===== config.mk =====
export PLATFORM = sky130hd
export DESIGN_NAME = url_percent_encoder
export DESIGN_NICKNAME = d
export VERILOG_FILES = /design/src/rtl/upe_pkg.sv /design/src/rtl/upe_encode.sv /design/src/rtl/upe_out_seq.sv /design/src/rtl/url_percent_encoder.sv
export VERILOG_INCLUDE_DIRS = /design/src /design/src/rtl
export SDC_FILE = /design/constraint.sdc
export NUM_CORES = 1
export LEC_CHECK = 0
export ABC_CLOCK_PERIOD_IN_PS = 3210
export BUFFER_PORTS_ARGS = -buffer_cell sky130_fd_sc_hd__buf_4
export CORE_ASPECT_RATIO = 0.6
export CORE_MARGIN = 4
export CORE_UTILIZATION = 45
export DETAILED_ROUTE_END_ITERATION = 7
export GPL_TIMING_DRIVEN = 1
export PLACE_DENSITY = 0.7
export SKIP_CTS_REPAIR_TIMING = 1
export SYNTH_ARGS = -nofsm -noshare
export SYNTH_HDL_FRONTEND = slang
export SYNTH_HIERARCHICAL = 1
export SYNTH_SLANG_ARGS = --single-unit

===== constraint.sdc =====
create_clock -name i_clk -period 3.21 [get_ports i_clk]
set_input_delay 0.642 -clock i_clk [delete_from_list [all_inputs] [get_ports i_clk]]
set_output_delay 0.642 -clock i_clk [all_outputs]
set_load 0.1 [all_outputs]

===== src/rtl/url_percent_encoder_assert.svh =====
// assertion macros for the url percent encoder
// used by upe_out_seq; no other dependencies
`ifndef URL_PERCENT_ENCODER_ASSERT_SVH
`define URL_PERCENT_ENCODER_ASSERT_SVH

`ifndef SYNTHESIS
`define UPE_ASSERT(lbl, clk, rst_n, prop, msg) \
    lbl: assert property (@(posedge clk) disable iff (!rst_n) prop) else $error(msg);
`define UPE_ASSERT_ALWAYS(lbl, clk, prop, msg) \
    lbl: assert property (@(posedge clk) prop) else $error(msg);
`else
`define UPE_ASSERT(lbl, clk, rst_n, prop, msg)
`define UPE_ASSERT_ALWAYS(lbl, clk, prop, msg)
`endif

`endif


===== src/rtl/upe_pkg.sv =====
// shared types, character codes and helpers for the url percent encoder
// no dependencies
package upe_pkg;

    typedef enum logic [2:0] {
        RG_PREFIX   = 3'd0,
        RG_COLON    = 3'd1,
        RG_COLSLASH = 3'd2,
        RG_HOST     = 3'd3,
        RG_PATH     = 3'd4,
        RG_QPEND    = 3'd5,
        RG_QUERY    = 3'd6
    } t_region;

    localparam logic [7:0] CH_SLASH    = 8'h2F;
    localparam logic [7:0] CH_COLON    = 8'h3A;
    localparam logic [7:0] CH_QUESTION = 8'h3F;
    localparam logic [7:0] CH_AMP      = 8'h26;
    localparam logic [7:0] CH_EQUALS   = 8'h3D;
    localparam logic [7:0] CH_PERCENT  = 8'h25;
    localparam logic [7:0] CH_DASH     = 8'h2D;
    localparam logic [7:0] CH_UNDER    = 8'h5F;
    localparam logic [7:0] CH_DOT      = 8'h2E;
    localparam logic [7:0] CH_TILDE    = 8'h7E;
    localparam logic [3:0] NIB_MASK    = 4'hF;

    localparam int MAX_RES = 4;

    typedef logic [7:0] t_byte;
    typedef logic [MAX_RES-1:0][7:0] t_byte_vec;

    // results of one request, handed from the encoder to the output sequencer
    typedef struct packed {
        t_byte_vec  bytes;
        logic [2:0] cnt;      // number of results, 0 to 4
        logic       has_byte; // 0 only for the empty closing marker
        logic       last;     // final byte of the url
    } t_enc_res;

    localparam t_byte HEX_DIGITS [16] = '{
        8'h30, 8'h31, 8'h32, 8'h33, 8'h34, 8'h35, 8'h36, 8'h37,
        8'h38, 8'h39, 8'h41, 8'h42, 8'h43, 8'h44, 8'h45, 8'h46
    };

    function automatic logic is_unreserved(input t_byte c);
        return (c inside {[8'h30:8'h39], [8'h41:8'h5A], [8'h61:8'h7A]})
            || (c == CH_DASH) || (c == CH_UNDER) || (c == CH_DOT) || (c == CH_TILDE);
    endfunction

endpackage


===== src/rtl/upe_encode.sv =====
// combinational encoder: next region state and up to four result bytes
// depends on upe_pkg
module upe_encode
    import upe_pkg::*;
(
    input  t_region  i_region,
    input  logic     i_eq_seen,
    input  t_byte    i_c,
    input  logic     i_last,
    output t_region  o_region_nxt,
    output logic     o_eq_nxt,
    output t_enc_res o_res
);

    logic       eq_eff;
    logic       q_pass;
    logic       unres;
    t_byte      hex_hi;
    t_byte      hex_lo;
    t_byte_vec  bytes;
    logic [2:0] cnt;

    assign eq_eff = (i_region == RG_QPEND) ? 1'b0 : i_eq_seen;
    assign q_pass = (i_c == CH_AMP) || ((i_c == CH_EQUALS) && !eq_eff);
    assign unres  = is_unreserved(i_c);
    assign hex_hi = HEX_DIGITS[i_c[7:4] & NIB_MASK];
    assign hex_lo = HEX_DIGITS[i_c[3:0] & NIB_MASK];

    // next state
    always_comb begin
        o_region_nxt = RG_PREFIX;
        o_eq_nxt     = i_eq_seen;
        case (i_region)
            RG_COLON: begin
                if (i_c == CH_SLASH) begin
                    o_region_nxt = RG_COLSLASH;
                end else if (i_c == CH_COLON) begin
                    o_region_nxt = RG_COLON;
                end
            end
            RG_COLSLASH: begin
                if (i_c == CH_SLASH) begin
                    o_region_nxt = RG_HOST;
                end else if (i_c == CH_QUESTION) begin
                    o_region_nxt = RG_QPEND;
                end else begin
                    o_region_nxt = RG_PATH;
                end
            end
            RG_HOST: begin
                o_region_nxt = (i_c == CH_SLASH) ? RG_PATH : RG_HOST;
            end
            RG_PATH: begin
                o_region_nxt = (i_c == CH_QUESTION) ? RG_QPEND : RG_PATH;
            end
            RG_QPEND, RG_QUERY: begin
                o_region_nxt = RG_QUERY;
                if (i_c == CH_AMP) begin
                    o_eq_nxt = 1'b0;
                end else if ((i_c == CH_EQUALS) && !eq_eff) begin
                    o_eq_nxt = 1'b1;
                end else begin
                    o_eq_nxt = eq_eff;
                end
            end
            default: begin
                if (i_c == CH_COLON) begin
                    o_region_nxt = RG_COLON;
                end else if (i_c == CH_SLASH) begin
                    o_region_nxt = RG_PATH;
                end
            end
        endcase
        // a finished url leaves the state as after reset
        if (i_last) begin
            o_region_nxt = RG_PREFIX;
            o_eq_nxt     = 1'b0;
        end
    end

    // result bytes
    always_comb begin
        bytes = '0;
        cnt   = 3'd1;
        bytes[0] = i_c;
        case (i_region)
            RG_COLSLASH, RG_PATH: begin
                if ((i_region == RG_PATH || i_c != CH_SLASH) && i_c != CH_SLASH) begin
                    if (i_c == CH_QUESTION) begin
                        cnt = 3'd0;
                    end else if (!unres) begin
                        bytes[0] = CH_PERCENT;
                        bytes[1] = hex_hi;
                        bytes[2] = hex_lo;
                        cnt      = 3'd3;
                    end
                end
            end
            RG_QPEND: begin
                bytes[0] = CH_QUESTION;
                bytes[1] = i_c;
                cnt      = 3'd2;
                if (!q_pass && !unres) begin
                    bytes[1] = CH_PERCENT;
                    bytes[2] = hex_hi;
                    bytes[3] = hex_lo;
                    cnt      = 3'd4;
                end
            end
            RG_QUERY: begin
                if (!q_pass && !unres) begin
                    bytes[0] = CH_PERCENT;
                    bytes[1] = hex_hi;
                    bytes[2] = hex_lo;
                    cnt      = 3'd3;
                end
            end
            default: begin
                cnt = 3'd1;
            end
        endcase

        o_res.has_byte = 1'b1;
        o_res.last     = i_last;
        o_res.bytes    = bytes;
        o_res.cnt      = cnt;
        // empty closing marker
        if (i_last && cnt == 3'd0) begin
            o_res.bytes    = '0;
            o_res.cnt      = 3'd1;
            o_res.has_byte = 1'b0;
        end
    end

endmodule


===== src/rtl/upe_out_seq.sv =====
// result register: holds one request's result bytes and sends one per cycle while i_out_ready is high
// depends on upe_pkg and url_percent_encoder_assert.svh
`include "url_percent_encoder_assert.svh"
module upe_out_seq
    import upe_pkg::*;
(
    input  logic     i_clk,
    input  logic     i_rst_n,
    input  logic     i_load,
    input  t_enc_res i_res,
    output logic     o_free,
    output logic     o_out_valid,
    input  logic     i_out_ready,
    output t_byte    o_out_byte,
    output logic     o_has_byte,
    output logic     o_run_end,
    output logic     o_url_end
);

    logic       r_valid, n_valid;
    logic [1:0] r_idx, n_idx;
    logic [2:0] r_cnt;
    t_byte_vec  r_bytes;
    logic       r_has;
    logic       r_last;
    logic       at_end;

    assign at_end = ({1'b0, r_idx} == (r_cnt - 3'd1));
    assign o_free = !r_valid || (i_out_ready && at_end);

    always_comb begin
        n_valid = r_valid;
        n_idx   = r_idx;
        if (r_valid && i_out_ready) begin
            n_idx = r_idx + 2'd1;
            if (at_end) begin
                n_valid = 1'b0;
            end
        end
        if (i_load) begin
            n_valid = (i_res.cnt != 3'd0);
            n_idx   = 2'd0;
        end
    end

    always_ff @(posedge i_clk) begin
        if (!i_rst_n) begin
            r_valid <= 1'b0;
            r_idx   <= 2'd0;
        end else begin
            r_valid <= n_valid;
            r_idx   <= n_idx;
        end
    end

    always_ff @(posedge i_clk) begin
        if (i_load) begin
            r_bytes <= i_res.bytes;
            r_cnt   <= i_res.cnt;
            r_has   <= i_res.has_byte;
            r_last  <= i_res.last;
        end
    end

    assign o_out_valid = r_valid;
    assign o_out_byte  = r_bytes[r_idx];
    assign o_has_byte  = r_has;
    assign o_run_end   = at_end;
    assign o_url_end   = at_end && r_last;

    `UPE_ASSERT(a_idx_in_range, i_clk, i_rst_n, r_valid |-> ({1'b0, r_idx} < r_cnt), "index past count")
    `UPE_ASSERT(a_marker_closes, i_clk, i_rst_n, (r_valid && !r_has) |-> (o_run_end && o_url_end), "marker not last")
    `UPE_ASSERT(a_run_no_gap, i_clk, i_rst_n, (r_valid && i_out_ready && !at_end) |=> r_valid, "gap inside run")
    `UPE_ASSERT(a_load_when_free, i_clk, i_rst_n, i_load |-> o_free, "load while busy")

endmodule


===== src/rtl/url_percent_encoder.sv =====
// url percent encoder: a request passes through the input register and then the result register
// before its first result; one result byte per cycle while i_out_ready is high; a request
// expands to zero to four bytes on the one-byte output channel
// synchronous active-low reset returns the region to the prefix state
// and empties both the input register and the result register
module url_percent_encoder
    import upe_pkg::*;
(
    input  logic  i_clk,
    input  logic  i_rst_n,
    input  logic  i_in_valid,
    output logic  o_in_ready,
    input  t_byte i_in_byte,
    input  logic  i_end_of_input,
    output logic  o_out_valid,
    input  logic  i_out_ready,
    output t_byte o_out_byte,
    output logic  o_has_byte,
    output logic  o_run_end,
    output logic  o_url_end
);

    // input register
    logic    r_in_valid;
    t_byte   r_in_byte;
    logic    r_in_last;

    // url parsing state
    t_region  r_region;
    t_region  n_region;
    logic     r_eq_seen;
    logic     n_eq_seen;

    t_enc_res enc_res;
    logic     buf_free;
    logic     load;

    // request moves into the result register whenever that register is empty or drains
    assign load       = r_in_valid && buf_free;
    assign o_in_ready = !r_in_valid || buf_free;

    always_ff @(posedge i_clk) begin
        if (!i_rst_n) begin
            r_in_valid <= 1'b0;
        end else if (o_in_ready) begin
            r_in_valid <= i_in_valid;
        end
    end

    // payload capture, no reset needed
    always_ff @(posedge i_clk) begin
        if (o_in_ready && i_in_valid) begin
            r_in_byte <= i_in_byte;
            r_in_last <= i_end_of_input;
        end
    end

    // state advances once per request, when its results are loaded
    always_ff @(posedge i_clk) begin
        if (!i_rst_n) begin
            r_region  <= RG_PREFIX;
            r_eq_seen <= 1'b0;
        end else if (load) begin
            r_region  <= n_region;
            r_eq_seen <= n_eq_seen;
        end
    end

    upe_encode u_encode (
        .i_region     (r_region),
        .i_eq_seen    (r_eq_seen),
        .i_c          (r_in_byte),
        .i_last       (r_in_last),
        .o_region_nxt (n_region),
        .o_eq_nxt     (n_eq_seen),
        .o_res        (enc_res)
    );

    upe_out_seq u_out_seq (
        .i_clk       (i_clk),
        .i_rst_n     (i_rst_n),
        .i_load      (load),
        .i_res       (enc_res),
        .o_free      (buf_free),
        .o_out_valid (o_out_valid),
        .i_out_ready (i_out_ready),
        .o_out_byte  (o_out_byte),
        .o_has_byte  (o_has_byte),
        .o_run_end   (o_run_end),
        .o_url_end   (o_url_end)
    );

endmodule

Word-level counts from Yosys, hierarchy flattened --
Memories as Yosys holds them, arrays and structs flattened. Index checks and enable logic that the tools add are counted.
Word-level totals: bits in registers 54, ROM bits 256, logic and storage cells 120, memories kept 2
Operators by class: $add $sub $neg 2, magnitude comparators 9, eq/ne operators 17, muxes and demuxes 35, bitwise operators 4, reduce and logical (&&, ||, !) cells 37
Memory list:
- (name not given) | words 16, width 8, read ports 1, clocked after memory_dff 0, write ports 0, line upe_encode.sv:27 | assign hex_lo = HEX_DIGITS[i_c[3:0] & NIB_MASK];
- (name not given) | words 16, width 8, read ports 1, clocked after memory_dff 0, write ports 0, line upe_encode.sv:26 | assign hex_hi = HEX_DIGITS[i_c[7:4] & NIB_MASK];
Operator list (number):
- 24-bit 2-to-1 mux | 4
- 24-bit case mux with 3 select lines | 1
- 8-bit by 6-bit == test with 1-bit output, second input constant | 7
- 8-bit 2-to-1 mux | 5
- 3-bit 2-to-1 mux | 8
- 8-bit binary-select mux with 2-bit select | 1
- 8-bit by 7-bit == test with 1-bit output, second input constant | 2
- 8-bit by 7-bit >= comparator with 1-bit output, second input constant | 2
- 8-bit by 7-bit less-or-equal comparator with 1-bit output, second input constant | 2
- 3-bit case mux with 5 select lines | 1
- 1-bit logical AND | 12
- 5-bit >= comparator, second input constant | 2
- 1-bit 2-to-1 mux | 10
- 4-bit inverter with 5-bit output | 2
- 3-bit == test, second input constant | 3
- 3-bit case mux with 3 select lines | 1
- 8-bit by 6-bit >= comparator with 1-bit output, second input constant | 1
- 8-bit by 6-bit less-or-equal comparator with 1-bit output, second input constant | 1
- 1-bit logical OR | 8
- 8-bit by 6-bit != test with 1-bit output, second input constant | 1
- 2-bit OR reduction | 4
- 3-bit by 2-bit == test with 1-bit output, second input constant | 2
- 2-bit 2-to-1 mux | 3
- 2-bit nonzero test | 3
- 11 further kinds | 18

Logic depth before layout (Yosys ltp) --
depth after elaboration 16, mapped depth 10, gate-level depth less buffers 9

Hierarchy --
The synthesis kept the hierarchy.
Modules (own cells, without submodules):
- upe_out_seq | instances 1, cells an instance 70, area an instance 1537.7 um^2, sequential area each 1171.1 um^2
- upe_encode | instances 1, cells an instance 184, area an instance 1297.5 um^2, sequential area each 0.0 um^2
- url_percent_encoder | instances 1, cells an instance 32, area an instance 467.9 um^2, sequential area each 370.4 um^2

Least setup slack after synthesis --
Ideal clock, no wire load.
path type register -> register, start reg u_out_seq.r_cnt[0], end reg r_in_byte[0] (enable), setup time 0.338 ns, data arrival time 3.706 ns, required time 2.872 ns, setup slack -0.834 ns, stages on the path, launching flop included 8, buffers on the path 0, clock period less this slack 4.044 ns, path through edfxtp_1 > inv_1 > ha_1 > xnor2_1 > nor3_2 > a21bo_2 > nand2b_1 > and2_1
Between the ends: cells in the longest elaborated chain, start to end 6
RTL lines:
- from (decl) | line upe_out_seq.sv:22 | logic [2:0] r_cnt;
- from (signal assigned) | line upe_out_seq.sv:59 | r_cnt <= i_res.cnt;
- 3-bit by 1-bit subtractor with 3-bit output | line upe_out_seq.sv:28 | assign at_end = ({1'b0, r_idx} == (r_cnt - 3'd1));
- 2-bit by 3-bit == test with 1-bit output | line upe_out_seq.sv:28
- net o_run_end | line url_percent_encoder.sv:19 | output logic o_run_end,
- 1-bit logical AND | line upe_out_seq.sv:29 | assign o_free = !r_valid || (i_out_ready && at_end);
- 1-bit logical OR | line upe_out_seq.sv:29
- net buf_free | line url_percent_encoder.sv:35 | logic buf_free;
- 1-bit logical OR | line url_percent_encoder.sv:40 | assign o_in_ready = !r_in_valid || buf_free;
- net o_in_ready | line url_percent_encoder.sv:12 | output logic o_in_ready,
- 1-bit logical AND | line url_percent_encoder.sv:52 | if (o_in_ready && i_in_valid) begin
- to (signal assigned) | line url_percent_encoder.sv:53 | r_in_byte <= i_in_byte;
- to (decl) | line url_percent_encoder.sv:25 | t_byte r_in_byte;
The timed path passes the listed nets, and every way through them passes these cells. A chain may end at the register's enable or synchronous reset.

Final worst setup path --
start reg r_in_byte[4], end reg u_out_seq/r_bytes[8] (netlist name), data pin
Between the ends: cells in the longest elaborated chain, start to end 13, elaborated cells between the ends (all ways) 46, those cells by class 6 x order compare; 8 x eq/ne; 13 x mux; 1 x bitwise; 17 x reduce/logical; 1 x memory
RTL lines:
- 8-bit by 6-bit >= comparator with 1-bit output (tied with other cells) | line upe_pkg.sv:46 | return (c inside {[8'h30:8'h39], [8'h41:8'h5A], [8'h61:8'h7A]})
- 1-bit logical AND | line upe_pkg.sv:46
- 3-bit nonzero test | line upe_pkg.sv:46
- 1-bit logical OR (4 in series) | line upe_pkg.sv:47 | || (c == CH_DASH) || (c == CH_UNDER) || (c == CH_DOT) || (c == CH_TILDE);
- 2-bit 2-to-1 mux or 1-bit logical NOT (tied branches)
- 2-bit 2-to-1 mux or 1-bit logical AND (tied branches) | line upe_encode.sv:89, upe_encode.sv:103, upe_encode.sv:111
- 3-bit 2-to-1 mux (tied with other cells) | line upe_encode.sv:88 | if ((i_region == RG_PATH || i_c != CH_SLASH) && i_c != CH_SLASH) begin
- 3-bit case mux with 3 select lines | line upe_encode.sv:86 | case (i_region)
- 3-bit logical NOT | line upe_encode.sv:128 | if (i_last && cnt == 3'd0) begin
- 1-bit logical AND | line upe_encode.sv:128
- to (signal assigned) | line upe_out_seq.sv:58 | r_bytes <= i_res.bytes;
- to (decl) | line upe_out_seq.sv:23 | t_byte_vec r_bytes;
Several ways; a longest one is shown, not always the timed one. The select of a mux whose other input is x is not followed.

==> flow_summary.yaml <==
run_status:
  status: "finished clean"
global_routing:
  track_usage: 0.1666
  grt_max_degree: 33
  grt_pass1_wl_um: 11430
  overflow: 0
  grt_pass1_vias: 2171
  grt_antenna_before_repair: 0
power:
  power.density_nw_per_um2: 446.6
  leakage_uw: 0.001402
  ir_worst_vdd_v: 0.0002095
worst_setup_path:
  cp_cell_sequence: "inv_1 -> ha_1 -> nand2_4 -> or4_4 -> and3_4 -> o211ai_2 -> o221ai_1"
  crit_path_max_incr_delay_ns: 0.53
  worst_path_max_delay_cell: "edfxtp_1"
  cp_num_buf_inv: 1
  crit_family: "simple AND/OR/NAND/NOR gates"
  cp-end-kind: "register"
  crit_fanout: 11
  crit_type: "reg2reg"
  start_kind: "register"
  cp_data_required_time_ns: 3.21
  cp.arrival_ns: 2.90
synthesis:
  synthTopCellsByCount: "46 x edfxtp_1, 22 x nor2_1, 17 x nand2_1"
  synth_most_common_cell: "edfxtp_1"
  synth_seq_cells: 54
  synth_ff_type: "edfxtp_1"
  synthDistinctLibCells: 73
  syn_area_um2: 3303
  synth.area.top_cells: "edfxtp_1 42%, mux4_1 6.4%, dfxtp_1 4.8%"
  avgSynthCellArea_um2: 11.55
  synth_edf_count: 46
  ys_warn_count: 6
  synth_top_area_frac: 0.4182
  syn_inst: 286
  synthArstFlopShare: 0
  seq_area_frac_synth: 0.4667
  yosys.area.top_type: "edfxtp_1"
cts:
  h-tree-depth: 2
  root_buffer: "clkbuf_16"
  cts_tree: "yes"
  clock_sinks: 54
  numCtsBuffers: 5
  clk_latency_ns: 0.29
  cts_buffer_depth: 2
  clk_pin_slew_worst_paths_ns: 0.07
place:
  dp_slack_ns: 0.3579
  place_congestion: 0.9057
  port_buffers: 25
  dp_hpwl_um: 5218
sta:
  setup_ws_ns: 0.3099
  min_period_over_period: 0.9034
  finClkSkew_ns: 0.003244
  grt_setup_unrepaired: "no"
  hold_violations: 0
  worst_pin_slew_ns: 0.7215
  finalSetupViolCount: 0
  fmax_ghz: 0.3448
  slew-limit-headroom: 0.5146
  finalMaxSlewViolations: 0
  fin_tns_setup_ns: 0
  period_needed_ns: 2.900
cells_and_area:
  fin_nets: 333
  syn_to_final_growth_pct: 12.46
  final_layout_size_suffix_gt1_frac: 0.2226
  diodes: 0
floorplanning:
  start_util: 0.4783
  dieWidth_um: 118.6
  rows: 23
  dieArea_um2: 8820
  io_pins: 26
  core-area_um2: 6907
  die_h_um: 74.37
route:
  drt_wl_total_um: 7105
  drt_iter0_markers: 228
  wl_per_cell_um: 17.90
  ant_nets: 0
  dr.pass1.iters: 5
  drcViolationCount: 0
  viasPerCell: 6.058
  via_count: 2405
hold_path:
  hold_path_class: "in2reg"
job:
  maxCapViolCount: 0
## report_power, final
group / switching (uW) / internal, uW / total [uW]
Clock: 238 / 370 / 608
Sequential: 20.7 / 793 / 813
Combinational: 164 / 73.6 / 238
## worst reg2reg max path: stages (launching register included)
cell      delay [ns]
edfxtp_1        0.53
inv_1           0.22
ha_1            0.32
nand2_4         0.08
or4_4           0.51
and3_4          0.21
o211ai_2        0.47
o221ai_1        0.26
## cell usage in the layout, fill, tap and decap left out, types with 3 or more instances in the layout
cell type   n
a21oi_1    13
o21ai_1     5
nand3_1     4
nor3_1      4
a31oi_1     3
mux2i_1     4
inv_1      14
dfxtp_1     8
nand2b_1    8
nand4_1     5
conb_1      3
nor2_1     22
and2_1      3
nand2_1    17
o22ai_1     5
edfxtp_1   46
a211oi_1    4
clkbuf_16   5
buf_4      38
o21ai_0     8
or3_1       3
mux4_1      8
ha_1       11
xor2_1      3
nor2b_1     3
o211ai_1    3
nor4_1      4
## registers in the layout (all words and copies together) (netlist names)
signal / count
u_out_seq/r_last: 1
u_out_seq/r_idx: 2
r_in_valid: 1
u_out_seq/o_has_byte: 1
r_region: 3
u_out_seq/o_out_valid: 1
u_out_seq/r_cnt: 3
u_out_seq/r_bytes: 32
r_eq_seen: 1
r_in_byte: 8
r_in_last: 1
## cell type report
| cell class | count | area (um^2) |
|---|---|---|
| Sequential cell | 54 | 1541 |
| Tap cell | 87 | 108.9 |
| Fill cell | 598 | 3192 |
| Multi-Input combinational cell | 196 | 1559 |
| Timing Repair Buffer | 38 | 285.3 |
| Inverter | 14 | 52.55 |
| Clock inverter | 2 | 38.79 |
| Clock buffer | 6 | 128.9 |
## cell families (layout without fill, tap and decap cells)
group | after synthesis | after routing | share of synthesized area
and+or+nand+nor | 94 | 94 | 0.1674
xor gates and xnor gates | 5 | 5 | 0.01326
other | 1 | 3 | 0.001135
buffers and inverters | 38 | 60 | 0.06628
adders and majority gates | 11 | 11 | 0.04167
AOI/OAI and AO/OA | 70 | 70 | 0.1644
DFF | 54 | 54 | 0.4667
muxes | 13 | 13 | 0.07917
## layer usage
metal,vias up,wire length [um],global-route usage
met3,8,508,0.04179
met4,0,73,0.04621
met1,1176,3611,0.2519
met2,92,2911,0.2377
met5,-,0,0
li1,1129,-,-
## through the flow
stage,cell area (um^2),instances,power (uW),util,hold slack (ns)
final,3715,397,1659,0.5379,0.5212
after global routing,3715,397,1718,0.5379,0.5113
after CTS,3715,397,1674,0.5379,0.5117
after detailed placement,3547,389,1064,0.5136,0.5123
after global placement,3547,389,1060,0.5136,0.4994
after floorplan,3319,288,1005,-,0.4251
## path summary, 6_finish.rpt
path,slack [ns],start,end,cells after the start
setup / recovery,0.31,r_in_byte[4],u_out_seq/r_bytes[8],7
hold / removal,0.52,i_in_byte[4],r_in_byte[4],1
setup reg to reg,0.31,r_in_byte[4],u_out_seq/r_bytes[8],7
hold reg to reg,0.52,r_eq_seen,r_eq_seen,2
No activity file was read; power rests on OpenSTA's default activity.
